### config.mk
export PLATFORM = sky130hd
export DESIGN_NAME = column_prime_detector_unit
export DESIGN_NICKNAME = d
export VERILOG_FILES = /design/src/rtl/cpd_pkg.sv /design/src/rtl/cpd_divider.sv /design/src/rtl/cpd_trial.sv /design/src/rtl/column_prime_detector_unit.sv
export SDC_FILE = /design/constraint.sdc
export NUM_CORES = 1
export LEC_CHECK = 0
export BUFFER_PORTS_ARGS = -buffer_cell sky130_fd_sc_hd__buf_2
export CAP_MARGIN = 10
export CORE_ASPECT_RATIO = 1.75
export CORE_UTILIZATION = 52
export DETAILED_ROUTE_END_ITERATION = 8
export HOLD_SLACK_MARGIN = 0.02
export PLACE_DENSITY = 0.72
export SKIP_LAST_GASP = 1
export SLEW_MARGIN = 15
export SYNTH_ARGS = -nofsm -noshare
export SYNTH_HDL_FRONTEND = slang
export SYNTH_SLANG_ARGS = --single-unit
### constraint.sdc
create_clock -name clk -period 2.9 [get_ports clk]
set_input_delay 0.435 -clock clk [delete_from_list [all_inputs] [get_ports clk]]
set_output_delay 0.435 -clock clk [all_outputs]
set_load 0.01 [all_outputs]
### src/rtl/cpd_pkg.sv
// Shared types and constants for the column prime detector.
// Used by cpd_divider, cpd_trial and column_prime_detector_unit; no dependencies.
package cpd_pkg;

  // Columns at or beyond this index are never tested.
  localparam int MAX_COLUMNS = 16;
  localparam logic [8:0] COL_LIMIT = 9'(MAX_COLUMNS);

  typedef enum logic [1:0] {
    S_IDLE,
    S_BUSY,
    S_EMIT
  } top_state_t;

  typedef enum logic [1:0] {
    T_IDLE,
    T_BOUND,
    T_DIV,
    T_DONE
  } trial_state_t;

  typedef struct packed {
    logic done;
    logic rem_zero;
  } div_stat_t;

  typedef struct packed {
    logic busy;
    logic done;
    logic prime;
  } trial_stat_t;

endpackage

### src/rtl/cpd_divider.sv
// Bit-serial restoring remainder unit: one dividend bit per cycle.
// Depends on cpd_pkg for the status struct.
module cpd_divider import cpd_pkg::*; #(
  parameter int VALUE_BITS = 16
) (
  input  logic                  clk,
  input  logic                  rst,
  input  logic                  start,
  input  logic [VALUE_BITS-1:0] dividend,
  input  logic [VALUE_BITS-1:0] divisor,
  output div_stat_t             stat
);

  localparam int CNT_W = $clog2(VALUE_BITS + 1);

  logic                  busy;
  logic                  done;
  logic [CNT_W-1:0]      cnt;
  logic [VALUE_BITS-1:0] shift;
  logic [VALUE_BITS-1:0] rem;
  logic [VALUE_BITS-1:0] dsr;
  logic [VALUE_BITS:0]   partial;
  logic [VALUE_BITS:0]   diff;
  logic [VALUE_BITS-1:0] rem_next;

  always_comb begin
    partial  = {rem, shift[VALUE_BITS-1]};
    diff     = partial - {1'b0, dsr};
    rem_next = diff[VALUE_BITS] ? partial[VALUE_BITS-1:0] : diff[VALUE_BITS-1:0];
  end

  always_ff @(posedge clk) begin
    if (rst) begin
      busy <= 1'b0;
      done <= 1'b0;
      cnt  <= '0;
    end else begin
      done <= 1'b0;
      if (start) begin
        busy <= 1'b1;
        cnt  <= CNT_W'(VALUE_BITS);
      end else if (busy) begin
        cnt <= cnt - 1'b1;
        if (cnt == CNT_W'(1)) begin
          busy <= 1'b0;
          done <= 1'b1;
        end
      end
    end
  end

  // Payload: shift the dividend out MSB first, fold each bit into the remainder.
  always_ff @(posedge clk) begin
    if (start) begin
      shift <= dividend;
      dsr   <= divisor;
      rem   <= '0;
    end else if (busy) begin
      shift <= {shift[VALUE_BITS-2:0], 1'b0};
      rem   <= rem_next;
    end
  end

  assign stat.done     = done;
  assign stat.rem_zero = (rem == '0);

endmodule

### src/rtl/cpd_trial.sv
// Trial-division sequencer: steps divisors 2, 3, ... while d*d <= value.
// Depends on cpd_pkg and uses cpd_divider for each remainder.
module cpd_trial import cpd_pkg::*; #(
  parameter int VALUE_BITS = 16
) (
  input  logic                  clk,
  input  logic                  rst,
  input  logic                  start,
  input  logic [VALUE_BITS-1:0] value,
  output trial_stat_t           stat
);

  trial_state_t          state;
  trial_state_t          state_next;
  logic [VALUE_BITS-1:0] val;
  logic [VALUE_BITS-1:0] d;
  logic [VALUE_BITS:0]   d_sq;
  logic                  prime;
  logic                  too_small;
  logic                  past_bound;
  logic                  div_start;
  div_stat_t             div_stat;

  assign too_small  = value[VALUE_BITS-1] || (value < VALUE_BITS'(2));
  assign past_bound = d_sq > {1'b0, val};

  cpd_divider #(.VALUE_BITS(VALUE_BITS)) u_div (
    .clk      (clk),
    .rst      (rst),
    .start    (div_start),
    .dividend (val),
    .divisor  (d),
    .stat     (div_stat)
  );

  always_comb begin
    state_next = state;
    unique case (state)
      T_IDLE:  if (start) state_next = too_small ? T_DONE : T_BOUND;
      T_BOUND: state_next = past_bound ? T_DONE : T_DIV;
      T_DIV: begin
        if (div_stat.done) state_next = div_stat.rem_zero ? T_DONE : T_BOUND;
      end
      T_DONE:  state_next = T_IDLE;
      default: state_next = T_IDLE;
    endcase
  end

  always_comb begin
    div_start  = 1'b0;
    stat.busy  = 1'b1;
    stat.done  = 1'b0;
    stat.prime = prime;
    unique case (state)
      T_IDLE:  stat.busy = 1'b0;
      T_BOUND: div_start = !past_bound;
      T_DIV:   ;
      T_DONE:  stat.done = 1'b1;
      default: stat.busy = 1'b0;
    endcase
  end

  always_ff @(posedge clk) begin
    if (rst) begin
      state <= T_IDLE;
      prime <= 1'b0;
    end else begin
      state <= state_next;
      if (state == T_IDLE && start) begin
        prime <= 1'b0;
      end else if (state == T_BOUND && past_bound) begin
        prime <= 1'b1;
      end
    end
  end

  // Advance d and (d+1)^2 = d^2 + 2d + 1 after each nonzero remainder.
  always_ff @(posedge clk) begin
    if (state == T_IDLE && start) begin
      val  <= value;
      d    <= VALUE_BITS'(2);
      d_sq <= (VALUE_BITS + 1)'(4);
    end else if (state == T_DIV && div_stat.done) begin
      d    <= d + 1'b1;
      d_sq <= d_sq + {d, 1'b1};
    end
  end

endmodule

### src/rtl/column_prime_detector_unit.sv
// Column prime detector top level: handshakes, watched-column register, sticky flag.
// Depends on cpd_pkg; instantiates cpd_trial (which holds cpd_divider).
//
// Usage: matrix elements arrive on the input channel (in_valid / in_stall) in
// row-major order with their column index and a last-element flag. Elements of
// the watched column get a trial-division primality test; after the element
// flagged last, one beat leaves on the output channel (out_valid / out_stall)
// telling whether any tested element since the previous report was prime.
// Throughput: one element at a time. An untested element is taken without a
// stall; for a tested value v the input stalls while trial divisors run one
// after another through the bit-serial remainder unit, up to floor(sqrt(v)) - 1
// of them. A report passes through the emit state into the output register.
// The output register parts the channels: new elements are taken while a
// report waits; a second report waits until the first beat is taken.
// watched_column is written through cfg_valid / cfg_ready / cfg_data; the user
// must do so only while idle, as the block itself does not enforce it.
// Synchronous reset clears the flag, the output beat and watched_column to 0.
module column_prime_detector_unit import cpd_pkg::*; #(
  parameter int VALUE_BITS = 16
) (
  input  logic                         clk,
  input  logic                         rst,
  input  logic                         cfg_valid,
  output logic                         cfg_ready,
  input  logic [3:0]                   cfg_data,
  input  logic                         in_valid,
  output logic                         in_stall,
  input  logic signed [VALUE_BITS-1:0] element_value,
  input  logic [3:0]                   element_column,
  input  logic                         last_element,
  output logic                         out_valid,
  input  logic                         out_stall,
  output logic                         column_has_prime
);

  top_state_t  state;
  top_state_t  state_next;
  logic [3:0]  watched_column;
  logic        last_pend;
  logic        prime_seen;
  logic        accept;
  logic        test_it;
  logic        trial_start;
  logic        load_out;
  trial_stat_t trial_stat;

  assign cfg_ready = 1'b1;
  assign test_it   = ({5'b0, element_column} < COL_LIMIT) &&
                     (element_column == watched_column);

  cpd_trial #(.VALUE_BITS(VALUE_BITS)) u_trial (
    .clk   (clk),
    .rst   (rst),
    .start (trial_start),
    .value (element_value),
    .stat  (trial_stat)
  );

  always_comb begin
    state_next = state;
    unique case (state)
      S_IDLE: begin
        if (in_valid) begin
          if (test_it) state_next = S_BUSY;
          else if (last_element) state_next = S_EMIT;
        end
      end
      S_BUSY: begin
        if (trial_stat.done) state_next = last_pend ? S_EMIT : S_IDLE;
      end
      S_EMIT: begin
        if (!out_valid || !out_stall) state_next = S_IDLE;
      end
      default: state_next = S_IDLE;
    endcase
  end

  always_comb begin
    in_stall    = 1'b1;
    trial_start = 1'b0;
    load_out    = 1'b0;
    unique case (state)
      S_IDLE: begin
        in_stall    = 1'b0;
        trial_start = in_valid && test_it;
      end
      S_BUSY: ;
      S_EMIT: load_out = !out_valid || !out_stall;
      default: ;
    endcase
  end

  assign accept = in_valid && !in_stall;

  always_ff @(posedge clk) begin
    if (rst) begin
      state          <= S_IDLE;
      watched_column <= 4'd0;
      last_pend      <= 1'b0;
      prime_seen     <= 1'b0;
      out_valid      <= 1'b0;
    end else begin
      state <= state_next;
      if (cfg_valid && cfg_ready) watched_column <= cfg_data;
      if (accept) last_pend <= last_element;
      // Report and clear the flag in one step.
      if (load_out) begin
        prime_seen <= 1'b0;
      end else if (trial_stat.done && trial_stat.prime) begin
        prime_seen <= 1'b1;
      end
      if (load_out) begin
        out_valid <= 1'b1;
      end else if (!out_stall) begin
        out_valid <= 1'b0;
      end
    end
  end

  always_ff @(posedge clk) begin
    if (load_out) column_has_prime <= prime_seen;
  end

  a_trial_start_idle: assert property (@(posedge clk) disable iff (rst)
    trial_start |-> !trial_stat.busy)
    else $error("trial started while a test is running");

  a_trial_done_busy: assert property (@(posedge clk) disable iff (rst)
    trial_stat.done |-> state == S_BUSY)
    else $error("trial finished with no element waiting on it");

  a_busy_stalls: assert property (@(posedge clk) disable iff (rst)
    trial_stat.busy |-> in_stall)
    else $error("input taken during a primality test");

  a_report_clears: assert property (@(posedge clk) disable iff (rst)
    load_out |=> out_valid && !prime_seen)
    else $error("report did not load the output or clear the flag");

endmodule

==> flow_summary.json, run 1 <==
{
  "status": "complete, no violations",
  "viasPerCell": 5.79,
  "tns_ns": 0,
  "swShare_pct": 38.1,
  "fmaxAchievable_mhz": 348,
  "drv_slew": 0,
  "wl_per_cell_um": 16.9,
  "numCtsBuffers": 17,
  "grtUsageTotal_pct": 25.0,
  "multiInputGateArea_um2": 3440,
  "antenna_found_initial": 0,
  "insertion_delay_ns": 0.42,
  "ctsRootBufferMaster": "clkbuf_16",
  "crit_path_top_delay_cell": "fa_2",
  "grt_first_pass_wirelength_um": 24700,
  "place_congestion": 0.915,
  "p_comb_share_pct": 41.5,
  "gr-total-overflow": 0,
  "internal-power_mw": 4.95,
  "cts_tree": "yes",
  "syn_area_per_cell_um2": 9.66,
  "place_hpwl_um": 11100,
  "max_cap_viol_count": 0,
  "dr.pass1.iters": 5,
  "initial_core_util_pct": 53.7,
  "skew_ns": 0.0105,
  "yosysTopAreaCell": "edfxtp_1",
  "cts.path.max_buffers": 2,
  "cp_data_arrival_time_ns": 3.20,
  "nFillCells": 987,
  "async_flop_share_pct": 0,
  "io_buffers": 32,
  "place_area_um2": 6940,
  "worstSetupPathDepth": 11,
  "drive_gt1_share_pct": 16.5,
  "finalWirelength_um": 15200,
  "pin_count": 34,
  "slowest_delay_ns": 0.42,
  "placed_cells": 866,
  "cp.required_ns": 3.23,
  "rows": 53,
  "cts.sinks": 117,
  "fp.dieH_um": 150,
  "final_area_um2": 7590,
  "synth_warnings": 0,
  "grt_max_degree": 36,
  "ys_types": 66,
  "cellLeakagePower_nw": 3.19,
  "peakVddDrop_mv": 0.539,
  "netlist_area_um2": 6510,
  "hold_viol": 0,
  "cp.buffers_inverters": 1,
  "fin_crit_sh_pct": 99.1,
  "n_antenna_cell": 0,
  "drc_errors": 0,
  "synthesis.nets": 756,
  "drt_iter0_drc": 300,
  "ff2ff_path_depth": 11,
  "instances_no_fill": 900,
  "crit_chain": "inv_1, ha_2, fa_2, nor2b_4, o31ai_4, a211oi_2, nor4b_2, a221oi_2, nand2_1, or3_1, a311oi_2",
  "ys_ff_latch": 117,
  "yosys-top-cells-area": "edfxtp_1, dfxtp_1, ha_1",
  "startpoint_type": "register",
  "cp_top_family": "compound AO/OA/AOI/OAI gates",
  "p_sw_mw": 3.05,
  "die_w_um": 86.6,
  "seqCellArea_um2": 2830,
  "synth_edf_count": 49,
  "ant_nets": 0,
  "htreeDepth": 4,
  "worstMarginPinSlew_ns": 0.510,
  "ys.flop_type": "dfxtp_1",
  "synthCells": 674,
  "setup.worst_path.end_class": "register",
  "area_growth_pct": 16.6,
  "pwr-share-clk_pct": 26.9,
  "grt_pass1_vias": 5284,
  "synthDominantCellAreaShare_pct": 22.6,
  "p_per_area_nw_per_um2": 1050,
  "clkTransAtPathRegs_ns": 0.06,
  "nets": 804,
  "setup_viol": 0,
  "final.min_clock_period_ns": 2.87,
  "p_seq_share_pct": 31.6,
  "path_max_fanout": 4,
  "rrSetupSlack_ns": 0.03,
  "core_um2": 12100,
  "holdPathStages": 1,
  "dieArea_um2": 13000,
  "min_path_type": "in2reg",
  "critical_path_class": "reg2reg",
  "slew_headroom_pct": 65.5,
  "routed-via-count": 5214,
  "ys_seq_area_share_pct": 43.5
}
-- sequential cells by signal, indices dropped and copies added (netlist names) --
register / flops
u_trial.u_div.busy: 1
u_trial.d_sq: 17
u_trial.u_div.dsr: 16
u_trial.u_div.done: 1
u_trial.u_div.cnt: 5
watched_column: 4
prime_seen: 1
u_trial.prime: 1
column_has_prime: 1
u_trial.d: 16
state: 2
u_trial.u_div.rem: 16
out_valid: 1
u_trial.state: 2
u_trial.val: 16
last_pend: 1
u_trial.u_div.shift: 16
-- logic make-up (layout without fill, tap and decap cells) --
| kind of cell | Yosys count | in the layout | synth area share (%) |
|---|---|---|---|
| AND/OR/NAND/NOR | 214 | 214 | 15.8 |
| AO/OA/AOI/OAI | 149 | 149 | 15.8 |
| flip-flops | 117 | 117 | 43.5 |
| buffers and inverters | 71 | 132 | 4.40 |
| adder cells (fa/ha/maj) | 52 | 52 | 10.2 |
| XOR/XNOR | 42 | 42 | 5.65 |
| multiplexers | 28 | 28 | 4.59 |
| other | 1 | 1 | 0.0576 |
-- cell usage in the layout, fill, tap and decap left out, drive strengths merged, types with 4 or more instances in the layout --
master   n
a211oi  21
a21o    13
a21oi   42
a311oi   4
a31oi    5
a41oi    4
and3     6
buf     53
clkbuf  17
clkinv   8
dfxtp   68
edfxtp  49
ha      50
inv     49
mux2    15
mux2i   13
nand2   51
nand2b   6
nand3   12
nand4    9
nor2    73
nor2b    8
nor3    16
nor4    10
o21a     7
o21ai   27
o21bai   4
o22ai    6
or2      5
or3      5
xnor2   21
xor2    21
-- power groups by stage --
| stage | logic, mW | clock network, mW | registers (mW) |
|---|---|---|---|
| floorplan | 2.49 | 0 | 2.36 |
| global placement | 3.01 | 0 | 2.53 |
| detailed placement | 3.15 | 0 | 2.54 |
| CTS | 3.20 | 2.17 | 2.52 |
| global route | 3.64 | 2.25 | 2.57 |
| finish | 3.32 | 2.15 | 2.53 |
-- worst paths after layout --
check / startpoint / endpoint
max: u_trial.u_div.shift[15] / u_trial.u_div.rem[8]
min: element_value[0] / u_trial.val[0]
max reg2reg: u_trial.u_div.shift[15] / u_trial.u_div.rem[8]
min reg2reg: prime_seen / column_has_prime
-- layout make-up --
cell class / count / area share (%)
multi-input cells: 486 / 45.3
clock buffers: 17 / 5.60
well taps: 165 / 2.72
inverters: 47 / 2.32
clock inverters: 15 / 2.39
repair buffers: 53 / 4.40
flip-flops and latches: 117 / 37.3
-- repair_timing --
| item | 4_1_cts | 5_1_grt |
|---|---|---|
| endpoints found under the hold margin | 0 | 0 |
| endpoints found under the setup margin | 0 | 15 |
| setup buffers | 0 | 2 |
| hold buffers | 0 | 0 |
| resized for setup | 0 | 8 |
-- cell usage after synthesis (2+ instances only) --
library cell,count
nor3_1,16
edfxtp_1,49
a21o_1,13
and2_1,2
nand3b_1,3
or2_2,2
nand4_1,9
nand2b_1,6
a311oi_1,3
buf_4,3
nor2b_1,6
a211oi_1,20
nor2_1,73
mux2i_1,13
nand2_1,51
a41oi_1,3
a31oi_1,5
fa_1,2
o21ai_1,9
and3_1,6
clkbuf_1,19
or2_1,3
xnor2_1,21
nand3_1,12
xor2_1,21
o22ai_1,6
o21bai_1,4
or3_1,5
dfxtp_1,68
mux2_2,15
a21oi_2,2
nor4b_1,2
o21ai_0,18
inv_1,47
o21a_1,7
o211ai_1,3
nor4_1,10
a21oi_1,40
ha_1,50
-- routing by layer --
metal	routed length, µm	share of wire, %	vias to the layer above	GRT usage (%)
li1	-	-	2522	-
met1	5340	35	2489	23.0
met2	8440	56	133	47.8
met3	482	3.2	70	5.41
met4	937	6.2	0	16.7
met5	0	0	-	0
-- metrics by stage --
step / power (mW) / setup WS [ns] / util [%] / hold WS, ns
after floorplan: 4.85 / 0.0720 / - / 0.409
after global placement: 5.54 / 0.230 / 57.2 / 0.419
after detailed placement: 5.69 / 0.0961 / 57.2 / 0.432
after CTS: 7.89 / 0.0656 / 62.2 / 0.193
after global routing: 8.46 / -0.0801 / 62.6 / 0.190
final: 8.00 / 0.0267 / 62.6 / 0.199
(Power assumes the default switching activity.)
==> run 2: changes to the inputs <==
--- a/config.mk
+++ b/config.mk
@@ -11,7 +11,7 @@
 export CORE_UTILIZATION = 52
 export DETAILED_ROUTE_END_ITERATION = 8
 export HOLD_SLACK_MARGIN = 0.02
-export PLACE_DENSITY = 0.72
+export PLACE_DENSITY = 0.69
 export SKIP_LAST_GASP = 1
 export SLEW_MARGIN = 15
 export SYNTH_ARGS = -nofsm -noshare
==> constraint.sdc (replaced) <==
create_clock -name clk -period 2.7 [get_ports clk]
set_input_delay 0.405 -clock clk [delete_from_list [all_inputs] [get_ports clk]]
set_output_delay 0.405 -clock clk [all_outputs]
set_load 0.01 [all_outputs]
==> run 2 against run 1 <==
  * The run now ends with negative setup slack left
  * Worst setup slack lost 0.16 ns
  * Final cell count increased by 1.7%
  * Non-clock buffer count increased by 15
  * Core utilization grew 1.6 points
  * Via count up 0.12%
  * Global-route usage is 0.41 points lower
  * Clock skew grew 0.0037 ns
  * Clock-buffer cell count increased by 1
  * Wire length grew 0.14%
  * Register-to-register slack got worse by 0.16 ns
  * Clock power is 7% higher
==> flow_summary.json, run 2 (synthesized netlist as in run 1, its figures left out) <==
{
  "slowest_delay_ns": 0.42,
  "n_antenna_cell": 0,
  "reg2reg_to": "u_trial.u_div.rem[8]",
  "holdPathStages": 1,
  "layout_common_cells": "nor2_1, dfxtp_1, nand2_1, edfxtp_1, ha_1",
  "place_hpwl_um": 11000,
  "finalWirelength_um": 15200,
  "cp_data_arrival_time_ns": 3.15,
  "cp.required_ns": 3.02,
  "final_util_pct": 64.2,
  "fin_crit_sh_pct": 105,
  "hold_viol": 0,
  "max_cap_viol_count": 0,
  "wl_per_cell_um": 16.6,
  "core_um2": 12100,
  "min_path_type": "in2reg",
  "rrSetupSlack_ns": -0.14,
  "viasPerCell": 5.70,
  "largest_reg_flops": 17,
  "drt_iter0_drc": 225,
  "io_buffers": 32,
  "grtUsageTotal_pct": 24.6,
  "place_area_um2": 7030,
  "area_growth_pct": 19.5,
  "p_total_mw": 8.85,
  "fp.dieH_um": 150,
  "cellLeakagePower_nw": 3.28,
  "crit_path_top_delay_cell": "fa_2",
  "violations": "negative setup slack",
  "insertion_delay_ns": 0.41,
  "ff2ff_path_depth": 12,
  "p_per_area_nw_per_um2": 1140,
  "worstMarginPinSlew_ns": 0.521,
  "cts.path.max_buffers": 2,
  "fin_ws_ns": -0.138,
  "place_congestion": 0.941,
  "cts.sinks": 117,
  "drc_errors": 0,
  "clkTransAtPathRegs_ns": 0.06,
  "holdPathEnd": "u_trial.val[0]",
  "die_w_um": 86.6,
  "cts_tree": "yes",
  "ant_nets": 0,
  "rows": 53,
  "htreeDepth": 4,
  "pin_count": 34,
  "dieArea_um2": 13000,
  "setup.worst_path.end_class": "register",
  "final_area_um2": 7780,
  "routed-via-count": 5220,
  "final.min_clock_period_ns": 2.84,
  "dr.pass1.iters": 4,
  "grt_setup_unrepaired": "yes",
  "peakVddDrop_mv": 0.614,
  "critical_path_class": "reg2reg",
  "gr-total-overflow": 0,
  "fmaxAchievable_mhz": 352,
  "drv_slew": 0,
  "slew_headroom_pct": 65.1,
  "path_max_fanout": 4,
  "grt_max_degree": 35,
  "numCtsBuffers": 17,
  "status": "finished with violations",
  "antenna_found_initial": 0,
  "nets": 819,
  "grt_pass1_vias": 5308,
  "ctsRootBufferMaster": "clkbuf_16",
  "setup_viol": 11,
  "grt_first_pass_wirelength_um": 24500,
  "drive_gt1_share_pct": 20.0,
  "reg2reg_from": "u_trial.u_div.shift[15]",
  "largest-register": "u_trial.d_sq",
  "final_common_cell": "nor2_1",
  "hold_start": "element_value[0]",
  "initial_core_util_pct": 53.7,
  "crit_chain": "inv_1, ha_2, fa_2, nor2b_4, o31ai_4, a211oi_4, nor4b_2, a221oi_2, buf_4, nand2_2, or3_4, a311oi_2",
  "startpoint_type": "register",
  "skew_ns": 0.0142
}
-- run 2: what timing repair did --
action	4_1_cts	5_1_grt
pin swaps	4	18
gates resized for setup	1	22
endpoints found under the setup margin	12	48
hold buffers	0	0
buffers inserted	2	6
-- run 2: stage by stage --
step / hold slack, ns / worst slack, ns / TNS, ns / std cells
floorplan: 0.409 / 0.00130 / 0 / 674
global placement: 0.419 / 0.0326 / 0 / 875
detailed placement: 0.430 / -0.0723 / -0.226 / 875
CTS: 0.166 / 0.000947 / 0 / 909
global route: 0.163 / -0.211 / -1.55 / 915
finish: 0.174 / -0.138 / -0.470 / 915
-- run 2: worst max-delay path: cells and delay by family (launching register included) --
kind                     cells  cell delay [ns]
flip-flops                   1             0.35
AO/OA/AOI/OAI                4             0.86
AND/OR/NAND/NOR              4             0.68
buffers and inverters        2             0.23
adder cells (fa/ha/maj)      2             0.62
-- run 2: where the power goes --
part           internal, mW  total [mW]  switching (mW)  leakage (nW)
clock network          1.46        2.29           0.833         0.291
logic                  1.81        3.86            2.05          1.98
registers              2.23        2.70           0.462          1.01
-- run 2: layer usage --
layer | global-route usage, % | wire (µm)
met1 | 23.3 | 5500
met2 | 47.0 | 8400
met3 | 4.03 | 355
met4 | 16.8 | 964
met5 | 0 | 0
-- run 2: how the worst max path moves through the flow --
stage	startpoint	to	slack (ns)	depth (start not counted)
after floorplan	u_trial.u_div.shift[15]	u_trial.u_div.rem[8]	0.001	11
after global placement	u_trial.d_sq[6]	u_trial.d_sq[11]	0.03	10
after detailed placement	u_trial.u_div.shift[15]	u_trial.u_div.rem[6]	-0.07	12
after CTS	u_trial.u_div.shift[15]	u_trial.u_div.rem[6]	0.0009	12
after global routing	u_trial.u_div.shift[15]	u_trial.u_div.rem[8]	-0.21	12
final	u_trial.u_div.shift[15]	u_trial.u_div.rem[8]	-0.14	12
-- run 2: layout make-up --
cell class | instances | area (µm²)
Fill cell | 979 | 4350
Inverter | 47 | 176
Sequential cell | 117 | 2840
Timing Repair Buffer | 68 | 470
Clock buffer | 18 | 429
Clock inverter | 14 | 173
Tap cell | 165 | 206
Multi-Input combinational cell | 486 | 3490
==> run 3: changes to the inputs <==
--- a/config.mk
+++ b/config.mk
@@ -5,6 +5,7 @@
 export SDC_FILE = /design/constraint.sdc
 export NUM_CORES = 1
 export LEC_CHECK = 0
+export ABC_AREA = 1
 export BUFFER_PORTS_ARGS = -buffer_cell sky130_fd_sc_hd__buf_2
 export CAP_MARGIN = 10
 export CORE_ASPECT_RATIO = 1.75
==> run 3 against run 2 <==
  * The run now ends clean
  * Maximum frequency up 26%
  * Largest cell class unchanged
  * Hold slack worse by 0.014 ns
  * Via count increased by 20%
  * Final cell count is 31% higher
==> flow_summary.json, run 3 <==
{
  "path_max_fanout": 17,
  "synth_edf_count": 49,
  "synthesis.nets": 1057,
  "peakVddDrop_mv": 0.662,
  "pin_count": 34,
  "cts.sinks": 117,
  "fp.dieH_um": 158,
  "core_um2": 13500,
  "hold_start": "element_value[0]",
  "slew_headroom_pct": 59.7,
  "grt_max_degree": 32,
  "cts_resized": 0,
  "cp.required_ns": 3.06,
  "ctsRootBufferMaster": "clkbuf_16",
  "largest_reg_flops": 17,
  "ys_types": 42,
  "initial_core_util_pct": 53.7,
  "setup_viol": 0,
  "grtUsageMet3_pct": 4.18,
  "slowest_delay_ns": 0.40,
  "cts.path.max_buffers": 2,
  "io_buffers": 32,
  "crit_path_top_delay_cell": "fa_1",
  "cts_tree": "yes",
  "place_hpwl_um": 13400,
  "insertion_delay_ns": 0.42,
  "busiest_layer": "met2",
  "grt_pass1_vias": 6157,
  "dieArea_um2": 14400,
  "cp_common_cell": "nand2_1",
  "cellLeakagePower_nw": 4.04,
  "yosysMostFrequentCell": "nand2_1",
  "synthCells": 975,
  "drt_iter0_drc": 209,
  "cts_setup_buffers": 0,
  "nFillCells": 1270,
  "largest-register": "u_trial.d_sq",
  "place_congestion": 0.923,
  "ant_nets": 0,
  "wl_per_cell_um": 14.7,
  "area_growth_pct": 12.3,
  "worstMarginPinSlew_ns": 0.603,
  "netlist_area_um2": 7230,
  "ys_seq_area_share_pct": 39.2,
  "dr.pass1.iters": 5,
  "p_per_area_nw_per_um2": 980,
  "crit_start": "u_trial.u_div.shift[15]",
  "htreeDepth": 4,
  "globalRouteMet1Util_pct": 24.9,
  "grt_setup_unrepaired": "no",
  "gr-total-overflow": 0,
  "hold_viol": 0,
  "min_path_type": "in2reg",
  "cts_hold_buf": 0,
  "startpoint_type": "register",
  "syn_area_per_cell_um2": 7.41,
  "cp_data_arrival_time_ns": 2.60,
  "antenna_found_initial": 0,
  "yosysTopAreaCell": "edfxtp_1",
  "async_flop_share_pct": 0,
  "final_common_cell": "nand2_1",
  "crit_chain": "inv_1, ha_1, fa_1, inv_1, nand3_1, nand2_1, nand2_1, nand2_2, nand2_2, nand2_2, nand2_4, nand2_4, nand2_1, nand2_1, nand3_1, nand2_1",
  "drv_slew": 0,
  "fin_crit_sh_pct": 83.2,
  "layout_common_cells": "nand2_1, inv_1, nand3_1",
  "placed_cells": 1166,
  "synthDominantCellAreaShare_pct": 20.4,
  "finalWirelength_um": 17600,
  "drive_gt1_share_pct": 10.2,
  "synth_warnings": 0,
  "rows": 56,
  "tns_ns": 0,
  "critical_path_class": "reg2reg",
  "ys_ff_latch": 117,
  "skew_ns": 0.0112,
  "grtUsageMet2_pct": 51.6,
  "final.min_clock_period_ns": 2.25,
  "nets": 1093,
  "yosys-top-cells-area": "edfxtp_1, dfxtp_1, nand2_1",
  "clkTransAtPathRegs_ns": 0.06,
  "fmaxAchievable_mhz": 445,
  "instances_no_fill": 1198,
  "max_cap_viol_count": 0,
  "reg2reg_from": "u_trial.u_div.shift[15]",
  "grtUsageTotal_pct": 26.3,
  "grt_first_pass_wirelength_um": 29200,
  "die_w_um": 91.1,
  "numCtsBuffers": 17,
  "routed-via-count": 6263,
  "setup.worst_path.end_class": "register",
  "yosys-top-cells-count": "nand2_1, inv_1, nand3_1, nor2_1, dfxtp_1",
  "status": "complete, no violations",
  "viasPerCell": 5.23,
  "ys.flop_type": "dfxtp_1",
  "drc_errors": 0,
  "n_antenna_cell": 0
}
run 3: area by class of cell:
cell class / count / area, µm² / share of cell area, %
clock buffer: 17 / 425 / 5.24
tap: 174 / 218 / 2.68
clock inverter: 15 / 181 / 2.23
multi-input combinational: 689 / 3700 / 45.5
inverter: 147 / 552 / 6.80
sequential: 117 / 2830 / 34.9
timing repair buffer: 39 / 213 / 2.62
run 3: per-layer routing:
layer	part of all wire (%)	vias to the layer above
met4	6.0	0
li1	-	3245
met1	37	2841
met5	0	-
met2	55	119
met3	2.2	58
run 3: cell families after synthesis:
| family | Yosys count | synth area share, % |
|---|---|---|
| AOI/OAI and AO/OA | 125 | 9.21 |
| DFF | 117 | 39.2 |
| other | 1 | 0.0519 |
| adders and majority gates | 52 | 9.21 |
| buffers and inverters | 169 | 9.68 |
| xor gates and xnor gates | 28 | 3.39 |
| and+or+nand+nor | 483 | 29.3 |
run 3: where the power goes:
part / total, mW / leakage [nW] / internal, mW / switching, mW
Sequential: 2.69 / 0.996 / 2.28 / 0.411
Combinational: 2.94 / 2.75 / 1.04 / 1.90
Clock: 2.34 / 0.293 / 1.40 / 0.935
run 3: path summary, 6_finish.rpt:
check                     endpoint  slack, ns  depth (start not counted)
max          u_trial.u_div.rem[11]       0.45                         16
min                 u_trial.val[0]       0.16                          1
max reg2reg  u_trial.u_div.rem[11]       0.45                         16
min reg2reg       column_has_prime       0.46                          0
run 3: worst max-delay path: cells and delay by family, from the launching register on:
kind          cells  cell delay (ns)
simple gates     12             1.07
fa+ha+maj         2             0.61
flops             1             0.34
buf+inv           2             0.15
run 3: per-stage QoR:
step	worst slack (ns)	util [%]	total power, mW	hold slack (ns)	area [µm²]
after floorplan	0.417	-	4.83	0.409	7230
after global placement	0.520	55.8	5.58	0.429	7510
after detailed placement	0.452	55.8	5.61	0.439	7510
after CTS	0.448	60.3	7.97	0.153	8120
after global routing	0.176	60.3	8.49	0.147	8120
final	0.452	60.3	7.96	0.160	8120
